[config.mk]
export PLATFORM = sky130hd
export DESIGN_NAME = nelr_ctrl
export DESIGN_NICKNAME = d
export VERILOG_FILES = /design/src/rtl/nelr_pkg.sv /design/src/rtl/nelr_ctrl.sv
export SDC_FILE = /design/constraint.sdc
export NUM_CORES = 1
export LEC_CHECK = 0
export BUFFER_PORTS_ARGS = -buffer_cell sky130_fd_sc_hd__buf_2
export CORE_AREA = 2 2 39 41
export CTS_CLUSTER_DIAMETER = 50
export DETAILED_ROUTE_END_ITERATION = 8
export DIE_AREA = 0 0 41 43
export PLACE_DENSITY = 0.3
export SLEW_MARGIN = 25
export SYNTH_ARGS = -nofsm -noshare
export SYNTH_HDL_FRONTEND = slang
export SYNTH_SLANG_ARGS = --single-unit
[constraint.sdc]
create_clock -name i_clk -period 2.4 [get_ports i_clk]
set_clock_uncertainty 0.05 [all_clocks]
set_input_delay 0.48 -clock i_clk [delete_from_list [all_inputs] [get_ports i_clk]]
set_output_delay 0.48 -clock i_clk [all_outputs]
set_load 0.01 [all_outputs]
[src/rtl/nelr_pkg.sv]
// Shared types, codes and sizes for the note event loop recorder.
// No dependencies; every other file in rtl/ but nelr_ram imports this package.
`default_nettype none
package nelr_pkg;

    // Sizing
    localparam int EVENT_DEPTH   = 256;
    localparam int NOTE_COUNT    = 128;
    localparam int QUARTER_TICKS = 24;
    localparam int HALF_TICKS    = QUARTER_TICKS / 2;

    localparam int TIME_W     = 32;
    localparam int NOTE_W     = 7;
    localparam int ACT_W      = 4;
    localparam int CMD_W      = 2;
    localparam int IDX_W      = $clog2(EVENT_DEPTH);
    localparam int MAP_W      = $clog2(NOTE_COUNT);
    localparam int NOTE_CNT_W = NOTE_W + 1;
    localparam int REM_W      = $clog2(QUARTER_TICKS);
    // Sum of the four bytes of the tick count shifted right by three
    localparam int DSUM_W     = 10;

    localparam logic [IDX_W-1:0] IDX_LAST = IDX_W'(EVENT_DEPTH - 1);

    // Input action codes
    localparam logic [ACT_W-1:0] ACT_TICK       = 4'd0;
    localparam logic [ACT_W-1:0] ACT_START_REC  = 4'd1;
    localparam logic [ACT_W-1:0] ACT_NULL_FIRST = 4'd2;
    localparam logic [ACT_W-1:0] ACT_NOTE_START = 4'd3;
    localparam logic [ACT_W-1:0] ACT_NOTE_STOP  = 4'd4;
    localparam logic [ACT_W-1:0] ACT_STOP_REC   = 4'd5;
    localparam logic [ACT_W-1:0] ACT_REWIND     = 4'd6;
    localparam logic [ACT_W-1:0] ACT_PLAY       = 4'd7;
    localparam logic [ACT_W-1:0] ACT_CLR_AUTO   = 4'd8;

    // Output command codes
    localparam logic [CMD_W-1:0] CMD_NONE     = 2'd0;
    localparam logic [CMD_W-1:0] CMD_NOTE_ON  = 2'd1;
    localparam logic [CMD_W-1:0] CMD_NOTE_OFF = 2'd2;
    localparam logic [CMD_W-1:0] CMD_ALL_OFF  = 2'd3;

    typedef enum logic [1:0] {
        KIND_NULL,
        KIND_START,
        KIND_STOP,
        KIND_END
    } t_kind;

    typedef struct packed {
        logic [TIME_W-1:0] ev_time;
        logic [NOTE_W-1:0] ev_note;
        t_kind             ev_kind;
    } t_event;

    localparam int EVENT_W = $bits(t_event);

    typedef enum logic [1:0] {
        S_IDLE,
        S_QUANT,
        S_EXEC
    } t_state;

    // Controller -> datapath
    typedef struct packed {
        logic capture;   // latch the item and read the event memory
        logic rem_step;  // one step of the quantizer remainder
        logic exec;      // apply the item and issue its result
    } t_ctl_cmd;

    // Datapath -> controller
    typedef struct packed {
        logic quant_req; // stop record with quantizing on
        logic rem_last;  // last remainder step in progress
    } t_ctl_status;

endpackage
`default_nettype wire

[src/rtl/nelr_ctrl.sv]
// Sequencing state machine for the note event loop recorder.
// Depends on nelr_pkg.
`default_nettype none
module nelr_ctrl (
    input  wire logic                  i_clk,
    input  wire logic                  i_rst_n,
    input  wire logic                  i_start,
    input  wire nelr_pkg::t_ctl_status i_status,
    output logic                       o_busy,
    output nelr_pkg::t_ctl_cmd         o_cmd
);
    import nelr_pkg::*;

    t_state r_state;
    t_state n_state;

    always_ff @(posedge i_clk) begin
        if (!i_rst_n) begin
            r_state <= S_IDLE;
        end else begin
            r_state <= n_state;
        end
    end

    always_comb begin
        n_state = r_state;
        o_cmd   = '0;
        o_busy  = 1'b1;
        case (r_state)
            S_IDLE: begin
                o_busy = 1'b0;
                if (i_start) begin
                    o_cmd.capture = 1'b1;
                    n_state = i_status.quant_req ? S_QUANT : S_EXEC;
                end
            end
            S_QUANT: begin
                o_cmd.rem_step = 1'b1;
                if (i_status.rem_last) begin
                    n_state = S_EXEC;
                end
            end
            S_EXEC: begin
                o_cmd.exec = 1'b1;
                n_state = S_IDLE;
            end
            default: begin
                n_state = S_IDLE;
            end
        endcase
    end

endmodule
`default_nettype wire

### After elaboration in Yosys (flattened, before gate mapping)

Cells that the tools add are included.

| storage, ports and cells | value |
|---|---|
| flip-flop bits (word level) | 2 |
| bits of input ports | 5 |
| output and inout bits | 4 |
| word-level logic and storage cells | 16 |

| operators by class | value |
|---|---|
| muxes and demuxes | 9 |
| equality and inequality tests | 4 |
| reductions and logical operators | 2 |

Operators by type and width:

| operator | count |
|---|---|
| 2-to-1 mux 2 bit | 3 |
| 2-to-1 mux 1 bit | 5 |
| inequality test 2 bit (second input constant) | 2 |
| one-hot mux 2 bit (2 select lines) | 1 |
| == test 2 x 1 -> 1 bit (second input constant) | 1 |
| == test 2 bit (second input constant) | 1 |
| logical NOT 2 bit | 1 |
| AND reduction 2 bit | 1 |

### Longest topological paths before layout

| logic depth | value |
|---|---|
| depth in word-level cells | 3 |
| depth in mapped cells | 2 |
| depth with buffers taken out | 2 |

### Least setup slack after synthesis

Ideal clock, no wire load.

| timing path | value |
|---|---|
| kind | register to output |
| start point | reg r_state[0] |
| end point | out o_cmd[2] (netlist name) |
| stages on the path, launching flop included | 3 |
| buffers on the path | 0 |
| setup slack | 1.099 ns |
| data required time | 1.870 ns |
| data arrival time | 0.771 ns |
| cells stage by stage | dfxtp_1 or2_1 nor2_1 |

RTL lines:

| item | line | RTL |
|---|---|---|
| start, declared | nelr_ctrl.sv:14 | `t_state r_state;` |
| start signal, assigned | nelr_ctrl.sv:21 | `r_state <= n_state;` |
| end, declared | nelr_ctrl.sv:10 | `output nelr_pkg::t_ctl_cmd o_cmd` |

==> results.cfg <==
[pwr]
leakagePower_nw = 0.09985
power_density_nw_per_um2 = 672.8
ir_worst_vdd_mv = 0.09397

[clocking]
root_buffer = clkbuf_4
ctsResizeCount = 0
postCtsSetupBuffers = 0
clock_latency_ns = 0.22
hold_buffers = 0
cts.sinks = 2
htree_levels = 1
clk_pin_slew_ns = 0.03
numCtsBuffers = 3
cts_tree = done
cts_buffer_depth = 2

[setup_path]
endpoint_kind = output pin
crit_path_start_kind = flop
arrival_ns = 1.05
crit_required_ns = 1.87
r2r-end = r_state[1]
ff2ff_path_depth = 2
critPathCapture = o_cmd[2]
worstSetupPathType = flop to output pin
cp-startpoint = r_state[0]
worstPathMaxFanout = 7
rrSetupSlack_ns = 1.43
reg2reg_from = r_state[0]

[global_route]
grt_pass1_wl_um = 538
grt.overflow.total = 0
grt_max_degree = 8
antenna_found_initial = 0
grtUsageTotal_pct = 5.511
grt_pass1_vias = 137

[layout]
top_register = r_state
largest_reg_flops = 2
area_delta_synth_final_pct = 74.16
diodes = 0
fin_nets = 32
drive_gt1_share_pct = 44.00
fin_cells = 41
fillers = 157
top_regs = r_state: 2 flops
fin_util_pct = 14.01

[detailed_routing]
drc = 0
drt_iter0_drc = 0
wl_per_cell_um = 7.098
dr.pass1.iters = 1
vias = 130
wirelength_um = 291
ant_nets = 0
via_per_inst = 3.171

[synthesis]
syn_avg_cell_area_um2 = 7.954
netlist_area_um2 = 111.4
synth_nets = 19
synth_top_family_by_area = simple AND/OR/NAND/NOR gates
synthMuxAreaShare_pct = 0
ys_seq_elements = 2
synthAdderAreaFrac_pct = 0
synth_cells = 14
synth_cell_type_count = 12
ys_seq_area_share_pct = 35.96
synthSimpleGateAreaFrac_pct = 51.69
yosys_warnings = 0
synth_xor_area_share_pct = 0
synth_compound_area_share_pct = 8.989

[sta]
setup_tns_ns = 0
drv_slew = 0
finalSetupViolCount = 0
rsz0062_at_grt = no
fin_crit_sh_pct = 65.99
period_minus_slack_ns = 1.584
finalWorstSetupSlack_ns = 0.8162
worst_pin_slew_ns = 0.1702
hold_violations = 0
slew_headroom_pct = 88.64
holdWs_ns = 0.4666
clock.fmax_ghz = 0.6314

[floorplanning]
core_um2 = 1384
dieArea_um2 = 1763
die_h_um = 43
ios = 9
die_w_um = 41
start_util_pct = 8.047
num_rows = 14

[placement]
place_ws_ns = 1.038
hpwl_um = 220.1
routabilityCongestion = 0.5509
dpl.cell_count = 38
portBuffers = 8

[job]
max_cap_viol_count = 0

[hold_path]
whs_path_depth = 2
hold_path_class = flop to flop

[run_status]
outcome = completed
## cells in the mapped netlist
cell      n  area (um^2)
dfxtp_1   2        40.04
or2b_1    1        7.510
nor2b_1   1        6.260
a21oi_1   2        10.01
or2_1     1        6.260
nand2_1   1        3.750
inv_1     1        3.750
nand3b_1  1        7.510
or3b_1    1        8.760
and2b_1   1        7.510
nor2_1    1        3.750
nand2b_1  1        6.260
## cells by family (layout without fill, tap and decap cells)
| group | after synthesis | in the layout |
|---|---|---|
| simple gates | 9 | 9 |
| flops | 2 | 2 |
| compound gates | 2 | 2 |
| buf+inv | 1 | 12 |
## cell usage in the layout, fill, tap and decap left out
cell / netlist / final
a21oi_1: 2 / 2
nand2_1: 1 / 1
nand2b_1: 1 / 1
clkbuf_4: 0 / 3
nor2_1: 1 / 1
or2_1: 1 / 1
nand3b_1: 1 / 1
inv_1: 1 / 1
or2b_1: 1 / 1
or3b_1: 1 / 1
and2b_1: 1 / 1
buf_2: 0 / 8
nor2b_1: 1 / 1
dfxtp_1: 2 / 2
## worst min-delay path by stage
stage / startpoint / endpoint / slack [ns]
final: r_state[0] / r_state[1] / 0.47
after global routing: i_status[0] / r_state[0] / 0.49
after CTS: i_status[0] / r_state[1] / 0.46
after detailed placement: r_state[0] / r_state[1] / 0.47
after global placement: r_state[0] / r_state[1] / 0.45
after floorplan: r_state[0] / r_state[1] / 0.42
## per-layer routing
layer	vias up	share of wire, %	track usage (%)	wire length, um
met2	9	30	4.688	87
met4	0	2.7	8.000	8
met5	-	0	0	0
met3	2	19	4.712	55
met1	51	48	6.070	139
li1	68	-	-	-
## report_power, final
part           internal (mW)  switching (mW)  leakage (nW)
sequential            0.0355         0.00197        0.0164
combinational         0.0105         0.00929        0.0696
clock                 0.0551          0.0182        0.0138
total                  0.101          0.0294        0.0999
## layout make-up
| cell class | instances | area, um^2 | share of cell area (%) |
|---|---|---|---|
| Clock buffer | 3 | 22.52 | 11.61 |
| Sequential cell | 2 | 40.04 | 20.65 |
| Inverter | 1 | 3.754 | 1.935 |
| Timing Repair Buffer | 8 | 40.04 | 20.65 |
| Multi-Input combinational cell | 11 | 67.56 | 34.84 |
| Tap cell | 16 | 20.02 | 10.32 |
## metrics by stage
stage / cell area (um^2) / total power, mW
CTS: 193.9 / 0.1373
finish: 193.9 / 0.1305
floorplan: 111.4 / 0.04797
detailed placement: 171.4 / 0.05794
global route: 193.9 / 0.1414
global placement: 171.4 / 0.05789
## critical path, stage by stage (launching register included)
cell and delay [ns]:
dfxtp_1 0.34, or2_1 0.27, nor2_1 0.10, buf_2 0.13
(Power assumes the default switching activity.)
